`config.mk`:
```
export PLATFORM = sky130hd
export DESIGN_NAME = hbe_front
export DESIGN_NICKNAME = d
export VERILOG_FILES = /design/src/sv/hbe_pkg.sv /design/src/sv/hbe_front.sv
export SDC_FILE = /design/constraint.sdc
export NUM_CORES = 1
export LEC_CHECK = 0
export BUFFER_PORTS_ARGS = -buffer_cell sky130_fd_sc_hd__buf_2
export CAP_MARGIN = 20
export CORE_ASPECT_RATIO = 1.75
export CORE_MARGIN = 4
export CORE_UTILIZATION = 30
export CTS_CLUSTER_DIAMETER = 120
export DETAILED_ROUTE_END_ITERATION = 12
export PLACE_DENSITY = 0.52
export SYNTH_ARGS = -nofsm -noshare
export SYNTH_HDL_FRONTEND = slang
export SYNTH_SLANG_ARGS = --single-unit
```
`constraint.sdc`:
```
create_clock -name clk -period 17.9 [get_ports clk]
set_input_delay 1.79 -clock clk [delete_from_list [all_inputs] [get_ports clk]]
set_output_delay 1.79 -clock clk [all_outputs]
set_load 0.01 [all_outputs]
```
`src/sv/hbe_pkg.sv`:
```
// ============================================================================
// hbe_pkg - shared types for the histogram binning engine
// Operation and status codes, channel payload structs and the command word
// that travels from the classifier to the bin update engine.
// ============================================================================
package hbe_pkg;

    localparam int SAMPLE_W = 16;
    // Wide enough for the largest supported bin store (4096 bins)
    localparam int ADDR_W   = 12;

    typedef enum logic [1:0] {
        OP_ADD   = 2'd0,
        OP_CLEAR = 2'd1,
        OP_READ  = 2'd2,
        OP_NOP   = 2'd3
    } op_t;

    typedef enum logic [1:0] {
        ST_OK    = 2'd0,
        ST_RANGE = 2'd1,
        ST_INDEX = 2'd2
    } status_t;

    typedef enum logic [1:0] {
        CFG_RANGE_MIN   = 2'd0,
        CFG_RANGE_MAX   = 2'd1,
        CFG_BIN_SCALE   = 2'd2,
        CFG_BINS_IN_USE = 2'd3
    } cfg_index_t;

    typedef struct packed {
        op_t                        operation;
        logic signed [SAMPLE_W-1:0] sample;
        logic        [7:0]          bin_index;
    } item_t;

    typedef struct packed {
        status_t     status;
        logic [31:0] bin_count;
        logic [31:0] total_count;
        logic [16:0] bin_ratio;
    } result_t;

    typedef struct packed {
        logic signed [15:0] range_min;
        logic signed [15:0] range_max;
        logic        [31:0] bin_scale;
        logic        [8:0]  bins_in_use;
    } cfg_t;

    typedef enum logic [2:0] {
        CMD_HIT,
        CMD_REJECT,
        CMD_CLEAR,
        CMD_READ,
        CMD_OOB,
        CMD_NOP
    } cmd_kind_t;

    typedef logic [ADDR_W-1:0] addr_t;

    typedef struct packed {
        cmd_kind_t kind;
        addr_t     addr;
    } cmd_t;

endpackage

```
`src/sv/hbe_front.sv`:
```
// ============================================================================
// hbe_front - item classifier
// Two-stage front end: range check, bin scaling multiply and bound checks,
// then index clamping and issue of one command word to the queue.
// ============================================================================
module hbe_front #(
    parameter int NUM_BINS = 256
) (
    input  logic          clk,
    input  logic          rst_n,
    input  hbe_pkg::cfg_t cfg,
    input  logic          take,
    input  hbe_pkg::item_t item,
    output logic          full,
    input  logic          q_full,
    output logic          push,
    output hbe_pkg::cmd_t cmd
);

    localparam int AW = $clog2(NUM_BINS);
    localparam int NW = $clog2(NUM_BINS + 1);

    logic               s1_valid_reg, s1_valid_next;
    hbe_pkg::item_t     s1_item_reg;
    logic               s2_valid_reg, s2_valid_next;
    hbe_pkg::cmd_kind_t s2_kind_reg;
    logic [31:0]        s2_idx_reg;
    logic [AW-1:0]      s2_addr_reg;
    logic [NW-1:0]      s2_n_reg;

    logic               s1_adv;
    logic               s2_free;
    logic [NW-1:0]      n_active;
    logic               in_range;
    logic               read_oob;
    logic [15:0]        diff;
    logic [47:0]        prod;
    hbe_pkg::cmd_kind_t s1_kind;
    logic [AW-1:0]      s2_last;
    logic [AW-1:0]      s2_addr;

    // Clamp bins in use into 1..NUM_BINS
    always_comb
    begin
        if (cfg.bins_in_use == '0)
        begin
            n_active = NW'(1);
        end
        else if (32'(cfg.bins_in_use) > 32'(NUM_BINS))
        begin
            n_active = NW'(NUM_BINS);
        end
        else
        begin
            n_active = NW'(cfg.bins_in_use);
        end
    end

    // Offset from range_min fits 16 unsigned bits whenever the sample is in range
    assign in_range = (s1_item_reg.sample >= cfg.range_min) &&
                      (s1_item_reg.sample <= cfg.range_max);
    assign diff     = s1_item_reg.sample - cfg.range_min;
    assign prod     = 48'(cfg.bin_scale) * 48'(diff);
    assign read_oob = (32'(s1_item_reg.bin_index) >= 32'(n_active));

    always_comb
    begin
        unique case (s1_item_reg.operation)
            hbe_pkg::OP_ADD:   s1_kind = in_range ? hbe_pkg::CMD_HIT : hbe_pkg::CMD_REJECT;
            hbe_pkg::OP_CLEAR: s1_kind = hbe_pkg::CMD_CLEAR;
            hbe_pkg::OP_READ:  s1_kind = read_oob ? hbe_pkg::CMD_OOB : hbe_pkg::CMD_READ;
            hbe_pkg::OP_NOP:   s1_kind = hbe_pkg::CMD_NOP;
        endcase
    end

    // Stage 2: clamp the scaled index to the last active bin
    assign s2_last = AW'(s2_n_reg - NW'(1));

    always_comb
    begin
        if (s2_kind_reg == hbe_pkg::CMD_HIT)
        begin
            s2_addr = (s2_idx_reg >= 32'(s2_n_reg)) ? s2_last : AW'(s2_idx_reg);
        end
        else
        begin
            s2_addr = s2_addr_reg;
        end
    end

    assign cmd.kind = s2_kind_reg;
    assign cmd.addr = hbe_pkg::addr_t'(s2_addr);

    // Pipeline flow
    assign push    = s2_valid_reg && !q_full;
    assign s2_free = !s2_valid_reg || push;
    assign s1_adv  = s1_valid_reg && s2_free;
    assign full    = s1_valid_reg && !s2_free;

    always_comb
    begin
        s1_valid_next = take || (s1_valid_reg && !s1_adv);
        s2_valid_next = s1_adv || (s2_valid_reg && !push);
    end

    always_ff @(posedge clk or negedge rst_n)
    begin
        if (!rst_n)
        begin
            s1_valid_reg <= 1'b0;
            s2_valid_reg <= 1'b0;
        end
        else
        begin
            s1_valid_reg <= s1_valid_next;
            s2_valid_reg <= s2_valid_next;
        end
    end

    always_ff @(posedge clk)
    begin
        if (take)
        begin
            s1_item_reg <= item;
        end
        if (s1_adv)
        begin
            s2_kind_reg <= s1_kind;
            s2_idx_reg  <= prod[47:16];
            s2_addr_reg <= AW'(s1_item_reg.bin_index);
            s2_n_reg    <= n_active;
        end
    end

endmodule

```
==> results.toml <==
[cts]
clk_path_buf_depth = 2
clk_pin_slew_worst_paths_ns = 0.06
cts_sinks = 80
cts_hold_buffers = 0
post_cts_buffers = 0
cts_tree = "yes"
cts-htree-levels = 3
cts.repair.resized = 0
numCtsBuffers = 9
clock_latency_ns = 0.37
cts-root-buf = "clkbuf_16"

[sta]
tightest_slew_ns = 1.09
timing.final.crit_period_ns = 9.83
hold_viol = 0
max_freq_mhz = 102
rsz0062_at_grt = "no"
skew_ns = 0.0115
relSlewSlack = 0.270
slew_violations = 0
tns_ns = 0
finalSetupViolCount = 0
fin_crit_sh = 0.549

[final_layout]
final_nets = 3011
largest_reg_flops = 32
finalInstanceArea_um2 = 22400
nFillCells = 7183
final_layout_size_suffix_gt1_frac = 0.0765
area_growth_pct = 9.20

[critical_path]
cp-startpoint = "cfg[57]"
path_class = "in2reg"
reg2reg_to = "s2_idx_reg[28]"
crit_arrival_ns = 9.95
endpoint_kind = "register"
r2r-start = "s1_item_reg[8]"
crit_path_max_fanout = 32
crit_slowest_cell = "fa_1"
crit_path_frequent_cell = "fa_1"
reg2reg_setup_slack_ns = 9.12
reg2regPathDepth = 30
cp.required_ns = 18.02
crit_path_start_kind = "primary input"
max_stage_delay_ns = 0.57

[run]
cap_viol_max_count = 0

[hold_path]
whs_path_depth = 0
hold_end = "s2_addr_reg[0]"
min_path_type = "reg2reg"
min_from = "s1_item_reg[0]"

[logic_synthesis]
synth_ff_type = "edfxtp_1"
yosysUniqueCellTypes = 70
avgSynthCellArea_um2 = 9.03
async_reset_ff_frac = 0.0250
synth.area.top_cells = "fa_1, edfxtp_1, inv_1"
synth_top_area_share = 0.409
synth_edf_count = 78
yosysSeqAreaShare = 0.117
yosysWarnings = 0
yosysTopAreaCell = "fa_1"
ys_ff_latch = 80
syn-cell-area_um2 = 20500
synthCells = 2268

[placement]
io_buffers = 115
place.gp.congestion = 0.869
placed_cell_area_um2 = 22100
hpwl_mm = 48.7

[drt]
vias = 15386
wire_per_inst_um = 19.2
dr.first_iter.drc_count = 666
dr.pass1.iters = 5
viasPerCell = 4.77
detail-route-antenna-nets = 0
drt-total-wl_mm = 61.8
drcViolationCount = 0

[die]
rows = 126
die_y_um = 354
die_area_um2 = 72600
core_area_um2 = 67500
design.portCount = 120
die_w_um = 205
start_util = 0.303

[grt]
grt_max_degree = 53
grt_usage = 0.176
grt_pass1_wl_mm = 98.3
antenna_found_initial = 0
first_global_vias = 17851
grt_overflow = 0

[status]
status = "completed"
-- cell usage after synthesis (5+ instances only) --
master    count
inv_1       564
fa_1        418
nand2_1     382
ha_1        168
and2_1      156
clkbuf_1     80
edfxtp_1     78
a21oi_1      67
o21ai_0      38
nand2b_1     37
xnor2_1      32
nor2_1       29
a21o_1       26
xor2_1       19
nand3_1      13
nand4_1      12
nor2b_1      12
nor3_1       12
nor4_1       10
mux2i_1       9
and3_1        8
o21bai_1      8
o21a_1        7
buf_2         5
-- critical path: cells and delay by family --
kind | cells | cell delay, ns
simple gates | 4 | 0.83
compound gates | 9 | 2.26
buf+inv | 6 | 0.78
xor+xnor | 2 | 0.27
fa+ha+maj | 9 | 3.99
-- layer usage --
metal | track usage | wire length (um)
met1 | 0.176 | 20100
met2 | 0.349 | 35600
met3 | 0.0170 | 2390
met4 | 0.0924 | 3740
met5 | 0 | 0
-- stage by stage --
step	utilization	worst slack (ns)	hold slack (ns)	cells
after global placement	0.327	7.92	0.449	3207
after global routing	0.331	7.64	0.476	3223
after CTS	0.331	8.13	0.455	3223
final	0.331	8.07	0.451	3225
after detailed placement	0.327	7.71	0.440	3207
after floorplan	-	8.70	0.426	2271
-- placed cells by master, fill, tap and decap left out, types with 28 or more instances in the layout --
master    Yosys  routed
a21oi_1      67      67
and2_1      156     156
buf_2         5     115
edfxtp_1     78      78
fa_1        418     417
ha_1        168     168
inv_1       564     564
nand2_1     382     382
nand2b_1     37      37
nor2_1       29      28
o21ai_0      38      38
-- area by class of cell --
| type | count | area, um^2 | share of cell area |
|---|---|---|---|
| Tap cell | 896 | 1120 | 0.0501 |
| Clock inverter | 6 | 68.8 | 0.00308 |
| Multi-Input combinational cell | 1535 | 15700 | 0.703 |
| Timing Repair Buffer | 131 | 696 | 0.0311 |
| Inverter | 565 | 2120 | 0.0949 |
| Antenna cell | 2 | 5.00 | 0.000224 |
| Clock buffer | 10 | 229 | 0.0102 |
| Sequential cell | 80 | 2390 | 0.107 |
-- worst max-delay path by stage --
stage	endpoint	slack, ns	cells past startpoint
floorplan	s2_idx_reg[24]	8.70	29
global route	s2_idx_reg[29]	7.64	31
finish	s2_idx_reg[28]	8.07	30
CTS	s2_idx_reg[28]	8.13	32
global placement	s2_idx_reg[24]	7.92	30
detailed placement	s2_idx_reg[28]	7.71	32
-- cell families (layout without fill, tap and decap cells) --
logic type / Yosys count / count (layout) / share of synthesized area
adder cells (fa/ha/maj): 586 / 586 / 0.511
AO/OA/AOI/OAI: 199 / 199 / 0.0645
XOR/XNOR: 51 / 51 / 0.0218
multiplexers: 9 / 9 / 0.00440
AND/OR/NAND/NOR: 686 / 686 / 0.160
flip-flops: 80 / 80 / 0.117
buffers and inverters: 656 / 712 / 0.121
other: 1 / 6 / 0.000183
Power is not shown: default switching activity piles up to over one toggle a cycle in this logic, so the estimate is an artifact.
