===== src/sv/hbe_queue.sv =====
// ============================================================================
// hbe_queue - small command queue
// Register-based FIFO that decouples the classifier from the update engine.
// ============================================================================
module hbe_queue #(
    parameter type T     = logic,
    parameter int  DEPTH = 2
) (
    input  logic clk,
    input  logic rst_n,
    input  logic push,
    input  T     din,
    output logic full,
    input  logic pop,
    output T     dout,
    output logic empty
);

    localparam int PW = $clog2(DEPTH);
    localparam int CW = $clog2(DEPTH + 1);

    T                mem_reg [DEPTH];
    logic [PW-1:0]   wr_ptr_reg, wr_ptr_next;
    logic [PW-1:0]   rd_ptr_reg, rd_ptr_next;
    logic [CW-1:0]   count_reg, count_next;

    assign full  = (count_reg == CW'(DEPTH));
    assign empty = (count_reg == '0);
    assign dout  = mem_reg[rd_ptr_reg];

    always_comb
    begin
        wr_ptr_next = wr_ptr_reg;
        rd_ptr_next = rd_ptr_reg;
        count_next  = count_reg;
        if (push)
        begin
            wr_ptr_next = (wr_ptr_reg == PW'(DEPTH - 1)) ? '0 : wr_ptr_reg + PW'(1);
        end
        if (pop)
        begin
            rd_ptr_next = (rd_ptr_reg == PW'(DEPTH - 1)) ? '0 : rd_ptr_reg + PW'(1);
        end
        if (push && !pop)
        begin
            count_next = count_reg + CW'(1);
        end
        else if (pop && !push)
        begin
            count_next = count_reg - CW'(1);
        end
    end

    always_ff @(posedge clk or negedge rst_n)
    begin
        if (!rst_n)
        begin
            wr_ptr_reg <= '0;
            rd_ptr_reg <= '0;
            count_reg  <= '0;
        end
        else
        begin
            wr_ptr_reg <= wr_ptr_next;
            rd_ptr_reg <= rd_ptr_next;
            count_reg  <= count_next;
        end
    end

    always_ff @(posedge clk)
    begin
        if (push)
        begin
            mem_reg[wr_ptr_reg] <= din;
        end
    end

endmodule


===== config.mk =====
export PLATFORM = sky130hd
export DESIGN_NAME = hbe_queue
export DESIGN_NICKNAME = d
export VERILOG_FILES = /design/src/sv/hbe_queue.sv
export SDC_FILE = /design/constraint.sdc
export NUM_CORES = 1
export LEC_CHECK = 0
export ABC_AREA = 1
export CORE_AREA = 2 2 39 41
export CTS_BUF_LIST = sky130_fd_sc_hd__clkbuf_16
export DETAILED_ROUTE_END_ITERATION = 10
export DIE_AREA = 0 0 41 43
export DONT_BUFFER_PORTS = 1
export GPL_TIMING_DRIVEN = 1
export PLACE_DENSITY = 0.42
export SYNTH_ARGS = -nofsm -noshare
export SYNTH_HDL_FRONTEND = slang
export SYNTH_SLANG_ARGS = --single-unit

===== constraint.sdc =====
create_clock -name clk -period 1.5 [get_ports clk]
set_input_delay 0.3 -clock clk [delete_from_list [all_inputs] [get_ports clk]]
set_output_delay 0.3 -clock clk [all_outputs]
set_load 0.02 [all_outputs]

==> impl_results.md, run 1 <==
- Status: finished clean
- Core area: 0.00138 sq mm
- Synth cell types: 11
- Starting Density: between 20% and 30%
- Buf/Inv on CP: 0
- Worst Tran Pin Value: 0.378 ns
- Crit Path Category: reg -> out
- TritonCTS buffer count: 3
- Total GRT Usage: 9.91%
- Cell accounting for the most synthesized area: dfrtp_1
- Slew headroom: 74.7%
- Share of layout cells above drive strength 1: 16.2%
- Clk slew on worst S/H paths: 0.04 ns
- Vias per cell: 4.02
- Final std cells w/o fill: 53
- Largest net degree at the start of global routing: 6
- Worst EP required: 1.20 ns
- Critical path's top delay family: flip-flops
- Antenna fix cells: 0
- Placer Congestion: 0.604
- #FFs+latches synth: 6
- # DRC: 0
- Mapped Cells: 32
- Final hold vios: 0
- Clk sinks: 6
- Power Density: approximately 2200 mW/mm^2
- Htree depth: 1
- Grt total ovfl: 0
- Final Max Tran Viols: 0
- EDFF count, synth: 2
- Crit path DAT: 1.00 ns
- Slowest CP cell: dfrtp_1
- Vias in the first global route: between 200 and 300
- Worst VDD drop: 0.552 mV
- DR vias: around 210
- Row cnt: 14
- Startpoint Class: flop
- Syn Nets: 38
- Detail Route Antenna Nets: 0
- RSZ-0062 raised after global routing: no
- Final net count: 44
- Die height: 43 microns
- Max Fclk: about 770 MHz
- TNS Setup: 0 ns
- Skew final: between 0.00006 and 0.00007 ns
- Syn-to-layout area delta: 37.7%
- Ys async rst share: 66.7%
- Number of I/O pins: 8
- Primary FF master, synth: dfrtp_1
- Element type at the critical path end: output pin
- CP cell instances: nor2_1
- Final period demand of the worst path: 1.30 ns
- DR WL/cell: 11.1 microns
- Total routed wirelength: 586 microns
- Final setup fails: 0
- Max FO, Critical Path: 5
- Seq/Total Area, Yosys: 55.4%
- Drt initial violations: 1
- Placed insts: 48
- Die area: 0.00176 sq mm
- Clock Tree Buf Depth: 2
- Yosys synthesis warning count: 0
- CTS tree: built
- Hold WC Path Type: in -> reg
- Maxcap violations: 0
- Die extent in x: ~41 microns
- Post-synth top cells: 9 x nand2_1, 6 x inv_1, 4 x dfrtp_1, 3 x nor2_1
- Global-route wire length before repair: 1.01 mm
- Post-CTS Setup Bufs: 0
- Area share of the largest cell type after synthesis: 34.6%
- Leakage: 0.206 nW
- Avg Cell Area, Syn: approximately 9.0 sq um
- CTS root buffer: clkbuf_16
- Drt first pass iters: 2
- Critical Path Max Stage Delay: roughly 0.42 ns
- Dpl hpwl: about 410 microns
- Initial antenna violation count: 0
- Worst-skew pair later-pin latency: 0.23 ns
- Mapped Area: between 200 and 300 sq um
- Most numerous cell in the Yosys netlist: nand2_1
- Count of input and output buffers: 0
- Synth area leaders: dfrtp_1 35%, edfxtp_1 21%, nand2_1 12%, inv_1 7.8%, xor2_1 6.1%
- Final period util: 86.3%
## metal layers
layer  vias to the layer above  wire (microns)  track usage (%)
met1                        93             219             8.55
met5                         -               0                0
met3                         5              91             9.42
li1                        104               -                -
met2                        11             245             12.2
met4                         0              30             10.0
## final cells by class
cell class,instances,area [sq um]
Sequential cell,6,160
Timing Repair Buffer,1,10.0
Multi-Input combinational cell,19,103
Tap cell,16,20.0
Clock inverter,1,3.75
Fill cell,150,986
Clock buffer,3,75.1
Inverter,7,26.3
## cell usage in the layout, fill, tap and decap left out
cell type / netlist / routed
inv_1: 6 / 7
nand2_2: 1 / 1
mux2_2: 1 / 1
dlygate4sd3_1: 0 / 1
nor2_1: 3 / 3
xor2_1: 2 / 2
nand3_1: 2 / 2
dfrtp_1: 4 / 4
nand2_1: 9 / 9
ha_1: 1 / 1
inv_2: 1 / 1
edfxtp_1: 2 / 2
clkbuf_16: 0 / 3
## worst paths after layout
check                              from            to  slack [ns]  cells after the start
max in group asynchronous         rst_n  count_reg[1]        0.97                      1
min                                push    wr_ptr_reg        0.16                      1
min in group asynchronous         rst_n    wr_ptr_reg        0.35                      1
max reg2reg                count_reg[0]  count_reg[1]        0.64                      5
min reg2reg                  rd_ptr_reg    rd_ptr_reg        0.48                      1
max                        count_reg[0]         empty        0.20                      1
## report_power, final
part	switching, mW	internal (mW)
Clock	0.0938	0.346
Combinational	0.113	0.0588
Sequential	0.0488	0.233
Total	0.256	0.638
## timing repair
item	in CTS	in global routing
hold buffers	1	0
gates resized for setup	0	0
endpoints found under the hold margin	4	0
## per-stage QoR
step / hold WS (ns) / cell area (sq um) / setup WS, ns / utilization [%] / total power [mW]
finish: 0.158 / 398 / 0.205 / 28.8 / 0.893
global route: 0.153 / 398 / 0.149 / 28.8 / 0.953
CTS: 0.159 / 398 / 0.200 / 28.8 / 0.909
detailed placement: 0.00457 / 309 / 0.431 / 22.3 / 0.453
global placement: 0.00451 / 309 / 0.459 / 22.3 / 0.437
floorplan: 0.00441 / 289 / 0.472 / - / 0.421
## cell families after synthesis
| family | after synthesis | synth area share, % |
|---|---|---|
| simple gates | 15 | 21.2 |
| buf+inv | 7 | 9.09 |
| flops | 6 | 55.4 |
| xor+xnor | 2 | 6.06 |
| mux | 1 | 3.90 |
| fa+ha+maj | 1 | 4.33 |
Power figures use the tool's default switching activity.
==> run 2: changes to the inputs <==
--- a/config.mk
+++ b/config.mk
@@ -13,6 +13,7 @@
 export DONT_BUFFER_PORTS = 1
 export GPL_TIMING_DRIVEN = 1
 export PLACE_DENSITY = 0.42
+export RECOVER_POWER = 100
 export SYNTH_ARGS = -nofsm -noshare
 export SYNTH_HDL_FRONTEND = slang
 export SYNTH_SLANG_ARGS = --single-unit
==> run 2 against run 1 <==
Net effect:
- via count grew 0.47%
- flip-flop and latch count is the same
- final area is the same
- wire length decreased by 0.51%
- clock power about the same
- clock skew did not move
- first-iteration DRC count stayed put
- utilization did not move
- critical path type unchanged
==> impl_results.md, run 2 (synthesis results as in run 1) <==
- Status: finished clean
- DR WL/cell: 11.0 microns (-0.51%)
- Core area: 0.00138 sq mm (unchanged)
- CTS root buffer: clkbuf_16
- CP cell instances: mux2_1
- Die height: 43 microns (unchanged)
- Hold path start: push
- Worst EP required: 1.20 ns (about the same)
- Critical Path Max Stage Delay: 0.41 ns (about the same)
- Buf/Inv on CP: 0 (unchanged)
- Place WS: 0.431 ns (unchanged)
- Crit path launch: rd_ptr_reg
- Final Max Tran Viols: 0 (unchanged)
- Element type at the critical path end: output pin
- Worst r2r src: count_reg[0]
- Critical path's top delay family: multiplexers
- Drt initial violations: 1 (unchanged)
- Syn-to-layout area delta: 37.7% (unchanged)
- Max Fclk: 755 MHz (-2.2%)
- Maxcap violations: 0 (unchanged)
- Vias per cell: 4.04 (+0.47%)
- Total power: 0.887 mW (-0.69%)
- Worst Tran Pin Value: 0.378 ns (+0.000000715 ns)
- Max FO, Critical Path: 2 (-3)
- Most common cell after layout, fill and taps aside: nand2_1
- Clk sinks: 6 (unchanged)
- Power Density: 2230 mW/mm^2 (-0.69%)
- RSZ-0062 raised after global routing: no
- Slowest CP cell: mux2_1
- DR vias: 214 (+0.47%)
- Die area: 0.00176 sq mm (unchanged)
- Startpoint Class: flop
- Starting Density: 20.9% (unchanged)
- Final net count: 44 (unchanged)
- Row cnt: 14 (unchanged)
- Drt first pass iters: 2 (unchanged)
- CTS tree: built
- TNS Setup: 0 ns (unchanged)
- Worst VDD drop: 0.541 mV (-1.9%)
- Hold WC Path Type: in -> reg
- Htree depth: 1 (unchanged)
- Fin util: 28.8% (unchanged)
- Largest net degree at the start of global routing: 6 (unchanged)
- Final period demand of the worst path: 1.32 ns (+0.0296 ns)
- Post-CTS Setup Bufs: 0 (unchanged)
- Final setup fails: 0 (unchanged)
- Worst-skew pair later-pin latency: 0.23 ns (about the same)
- Share of layout cells above drive strength 1: 10.8% (-5.4 points)
- Total GRT Usage: 9.91% (unchanged)
- Most frequent cells in the layout: 9 x nand2_1, 8 x inv_1, 4 x dfrtp_1, 3 x nor2_1, 3 x clkbuf_16
- Layout fillers: 150 (unchanged)
- Final period util: 88.3% (+2.0 points)
- Placer Congestion: 0.604 (unchanged)
- Dpl hpwl: 414 microns (unchanged)
- Number of I/O pins: 8 (unchanged)
- Clk slew on worst S/H paths: 0.04 ns (about the same)
- Detail Route Antenna Nets: 0 (unchanged)
- Vias in the first global route: 251 (unchanged)
- Global-route wire length before repair: 1.01 mm (unchanged)
- Multi-input logic area: 103 sq um (unchanged)
- Final hold vios: 0 (unchanged)
- # DRC: 0 (unchanged)
- Post_cts resized: 0 (unchanged)
- Crit Path Category: reg -> out
- Die extent in x: 41 microns (unchanged)
- Crit path DAT: 1.02 ns (+0.02 ns)
- Total routed wirelength: 583 microns (-0.51%)
- Initial antenna violation count: 0 (unchanged)
- Placed insts: 48 (unchanged)
- Clock Tree Buf Depth: 2 (unchanged)
- Slew headroom: 74.7% (unchanged)
- Skew final: 0.0000687 ns (unchanged)
- Grt total ovfl: 0 (unchanged)
- Final std cells w/o fill: 53 (unchanged)
- TritonCTS buffer count: 3 (unchanged)
- Storage element area: 160 sq um (unchanged)
- Setup WS post-layout: 0.175 ns (-0.0296 ns)
- Count of input and output buffers: 0 (unchanged)
- Antenna fix cells: 0 (unchanged)
- Leakage: 0.207 nW (+0.49%)
-- run 2: metrics by stage --
step / cell area (sq um) / hold slack (ns)
3_3_place_gp: 309 / 0.00451
4_1_cts: 398 / 0.159
3_5_place_dp: 309 / 0.00457
2_1_floorplan: 289 / 0.00441
6_report: 398 / 0.158
5_1_grt: 398 / 0.153
-- run 2: final timing paths --
| path | end | slack [ns] | depth (start not counted) |
|---|---|---|---|
| setup / recovery | dout | 0.18 | 1 |
| hold / removal | wr_ptr_reg | 0.16 | 1 |
| setup reg to reg | count_reg[1] | 0.63 | 5 |
| hold reg to reg | rd_ptr_reg | 0.48 | 1 |
| max in group asynchronous | count_reg[1] | 0.97 | 1 |
| min in group asynchronous | wr_ptr_reg | 0.35 | 1 |
-- run 2: cell type report --
type                       instances  share of cell area [%]
timing repair buffer               1                    2.52
clock inverter                     1                   0.943
inverter                           7                    6.60
multi-input combinational         19                    25.8
clock buffer                       3                    18.9
tap                               16                    5.03
sequential                         6                    40.3
-- run 2: where the power goes --
| group | leakage (nW) | switching, mW | internal [mW] |
|---|---|---|---|
| Combinational | 0.0990 | 0.113 | 0.0545 |
| Sequential | 0.0660 | 0.0469 | 0.233 |
| Clock | 0.0423 | 0.0936 | 0.346 |
| Total | 0.207 | 0.254 | 0.633 |
-- run 2: timing repair --
action / CTS / global route
hold buffers: 1 / 0
hold endpoints to repair: 4 / 0
endpoints found under the setup margin: 0 / 0
-- run 2: per-layer routing --
metal / vias up / share of wire, % / GRT usage (%)
met4: 0 / 5.1 / 10.0
met5: - / 0 / 0
met2: 11 / 43 / 12.2
met1: 93 / 36 / 8.55
li1: 105 / - / -
met3: 5 / 16 / 9.42
==> run 3: changes to the inputs <==
--- a/config.mk
+++ b/config.mk
@@ -7,7 +7,6 @@
 export LEC_CHECK = 0
 export ABC_AREA = 1
 export CORE_AREA = 2 2 39 41
-export CTS_BUF_LIST = sky130_fd_sc_hd__clkbuf_16
 export DETAILED_ROUTE_END_ITERATION = 10
 export DIE_AREA = 0 0 41 43
 export DONT_BUFFER_PORTS = 1
==> run 3 against run 2 <==
Net effect:
- register-to-register slack is essentially flat
- first-iteration DRC count is the same
- worst hold slack lost 0.024 ns
- utilization shrank 3.8 points
- sequential power is essentially flat
- fmax shrank 2.2%
- critical path depth is the same
- critical path type unchanged
==> impl_results.md, run 3 (synthesis results as in run 1) <==
- Status: finished clean
- Max FO, Critical Path: 2 (unchanged)
- DR vias: 208 (-2.8%)
- Antenna fix cells: 0 (unchanged)
- Crit path DAT: 1.05 ns (+0.03 ns)
- Final setup fails: 0 (unchanged)
- Final period util: 90.3% (+2.0 points)
- Worst Hold End: wr_ptr_reg
- Hold Path Depth: 1 (unchanged)
- CP cell instances: mux2_1
- Worst Tran Pin Value: 0.378 ns (+0.000000596 ns)
- Total GRT Usage: 9.00% (-0.91 points)
- Worst reg2reg path endpoint: count_reg[1]
- Max Fclk: 738 MHz (-2.2%)
- Clock Tree Buf Depth: 2 (unchanged)
- Critical path's top delay family: multiplexers
- Total routed wirelength: 572 microns (-1.9%)
- DR WL/cell: 10.8 microns (-1.9%)
- Die extent in x: 41 microns (unchanged)
- Startpoint Class: flop
- Placer Congestion: 0.604 (unchanged)
- Slew headroom: 74.7% (unchanged)
- Layout fillers: 154 (+2.7%)
- Hold path start: push
- Row cnt: 14 (unchanged)
- CTS root buffer: clkbuf_4
- Global-route wire length before repair: 979 microns (-3.5%)
- Die height: 43 microns (unchanged)
- Clk slew on worst S/H paths: 0.05 ns (about the same)
- Reg2reg setup slack: 0.63 ns (about the same)
- RSZ-0062 raised after global routing: no
- Power Density: 1780 mW/mm^2 (-20%)
- Slowest CP cell: mux2_1
- Skew final: 0.0000276 ns (-0.0000411 ns)
- Most frequent cells in the layout: 9 x nand2_1, 7 x inv_1, 4 x dfrtp_1, 3 x nor2_1, 3 x clkbuf_4
- Final net count: 44 (unchanged)
- Crit Path Category: reg -> out
- Number of I/O pins: 8 (unchanged)
- TritonCTS buffer count: 3 (unchanged)
- Worst VDD drop: 0.690 mV (+28%)
- Detail Route Antenna Nets: 0 (unchanged)
- Cells on worst reg2reg path: 5 (unchanged)
- Worst EP required: 1.20 ns (about the same)
- Final Max Tran Viols: 0 (unchanged)
- TNS Setup: 0 ns (unchanged)
- Htree depth: 1 (unchanged)
- Maxcap violations: 0 (unchanged)
- Initial antenna violation count: 0 (unchanged)
- Leakage: 0.180 nW (-13%)
- Drt initial violations: 1 (unchanged)
- Largest net degree at the start of global routing: 6 (unchanged)
- # DRC: 0 (unchanged)
- Clk sinks: 6 (unchanged)
- Syn-to-layout area delta: 19.5%
- Drt first pass iters: 2 (unchanged)
- Vias in the first global route: 247 (-1.6%)
- CTS tree: built
- Count of input and output buffers: 0 (unchanged)
- Grt total ovfl: 0 (unchanged)
- Placement Cell Area: 309 sq um (unchanged)
- Dpl hpwl: 414 microns (unchanged)
- Hold WC Path Type: in -> reg
- Post-route cell area: 345 sq um (-13%)
- Worst-skew pair later-pin latency: 0.25 ns (+0.02 ns)
- Vias per cell: 3.92 (-2.8%)
- Die area: 0.00176 sq mm (unchanged)
- Final hold vios: 0 (unchanged)
- Element type at the critical path end: output pin
- Buf/Inv on CP: 0 (unchanged)
- Most common cell after layout, fill and taps aside: nand2_1
- Share of layout cells above drive strength 1: 10.8% (unchanged)
- Final period demand of the worst path: 1.35 ns (+0.0300 ns)
- Core area: 0.00138 sq mm (unchanged)
- Worst r2r src: count_reg[0]
- Starting Density: 20.9% (unchanged)
- Critical Path Max Stage Delay: 0.41 ns (about the same)
[run 3: cell types whose count changed in the layout (fill, tap and decap cells not counted), sizes merged]
| cell | before | now |
|---|---|---|
| inv | 8 | 7 |
| clkbuf | 3 | 4 |
[run 3: worst max path at each step]
stage,startpoint,endpoint,cells after the start
after floorplan,rd_ptr_reg,dout,1
after global placement,rd_ptr_reg,dout,1
after detailed placement,pop,count_reg[1],7
after CTS,count_reg[0],empty,1
after global routing,rd_ptr_reg,dout,1
final,rd_ptr_reg,dout,1
[run 3: final cells by class]
| class | count | area [sq um] | share of cell area [%] |
|---|---|---|---|
| repair buffers | 1 | 10.0 | 2.90 |
| clock buffers | 4 | 26.3 | 7.61 |
| inverters | 7 | 26.3 | 7.61 |
| multi-input cells | 19 | 103 | 29.7 |
| well taps | 16 | 20.0 | 5.80 |
| flip-flops and latches | 6 | 160 | 46.4 |
[run 3: timing repair]
item | in CTS | in global routing
setup endpoints to repair | 0 | 0
setup buffers | 0 | 0
resized for setup | 0 | 0
hold buffers | 1 | 0
endpoints found under the hold margin | 4 | 0
[run 3: per-layer routing]
metal | vias to the layer above | GRT usage (%) | share of wire, %
li1 | 104 | - | -
met1 | 92 | 8.55 | 36
met2 | 12 | 12.2 | 47
met3 | 0 | 9.42 | 17
met4 | 0 | 4.00 | 0
met5 | - | 0 | 0
[run 3: power breakdown]
| group | internal (mW) | switching [mW] | total (mW) | leakage [nW] |
|---|---|---|---|---|
| Sequential | 0.232 | 0.0472 | 0.279 | 0.0660 |
| Combinational | 0.0546 | 0.114 | 0.168 | 0.0990 |
| Clock | 0.101 | 0.0666 | 0.168 | 0.0150 |
[run 3: metrics by stage]
step / power (mW) / utilization [%] / setup slack, ns / hold slack, ns / std cells
3_5_place_dp: 0.453 / 22.3 / 0.431 / 0.00457 / 48
5_1_grt: 0.674 / 25.0 / 0.0907 / 0.114 / 53
6_report: 0.616 / 25.0 / 0.145 / 0.134 / 53
3_3_place_gp: 0.437 / 22.3 / 0.459 / 0.00451 / 48
4_1_cts: 0.636 / 25.0 / 0.170 / 0.125 / 53
2_1_floorplan: 0.421 / - / 0.472 / 0.00441 / 32
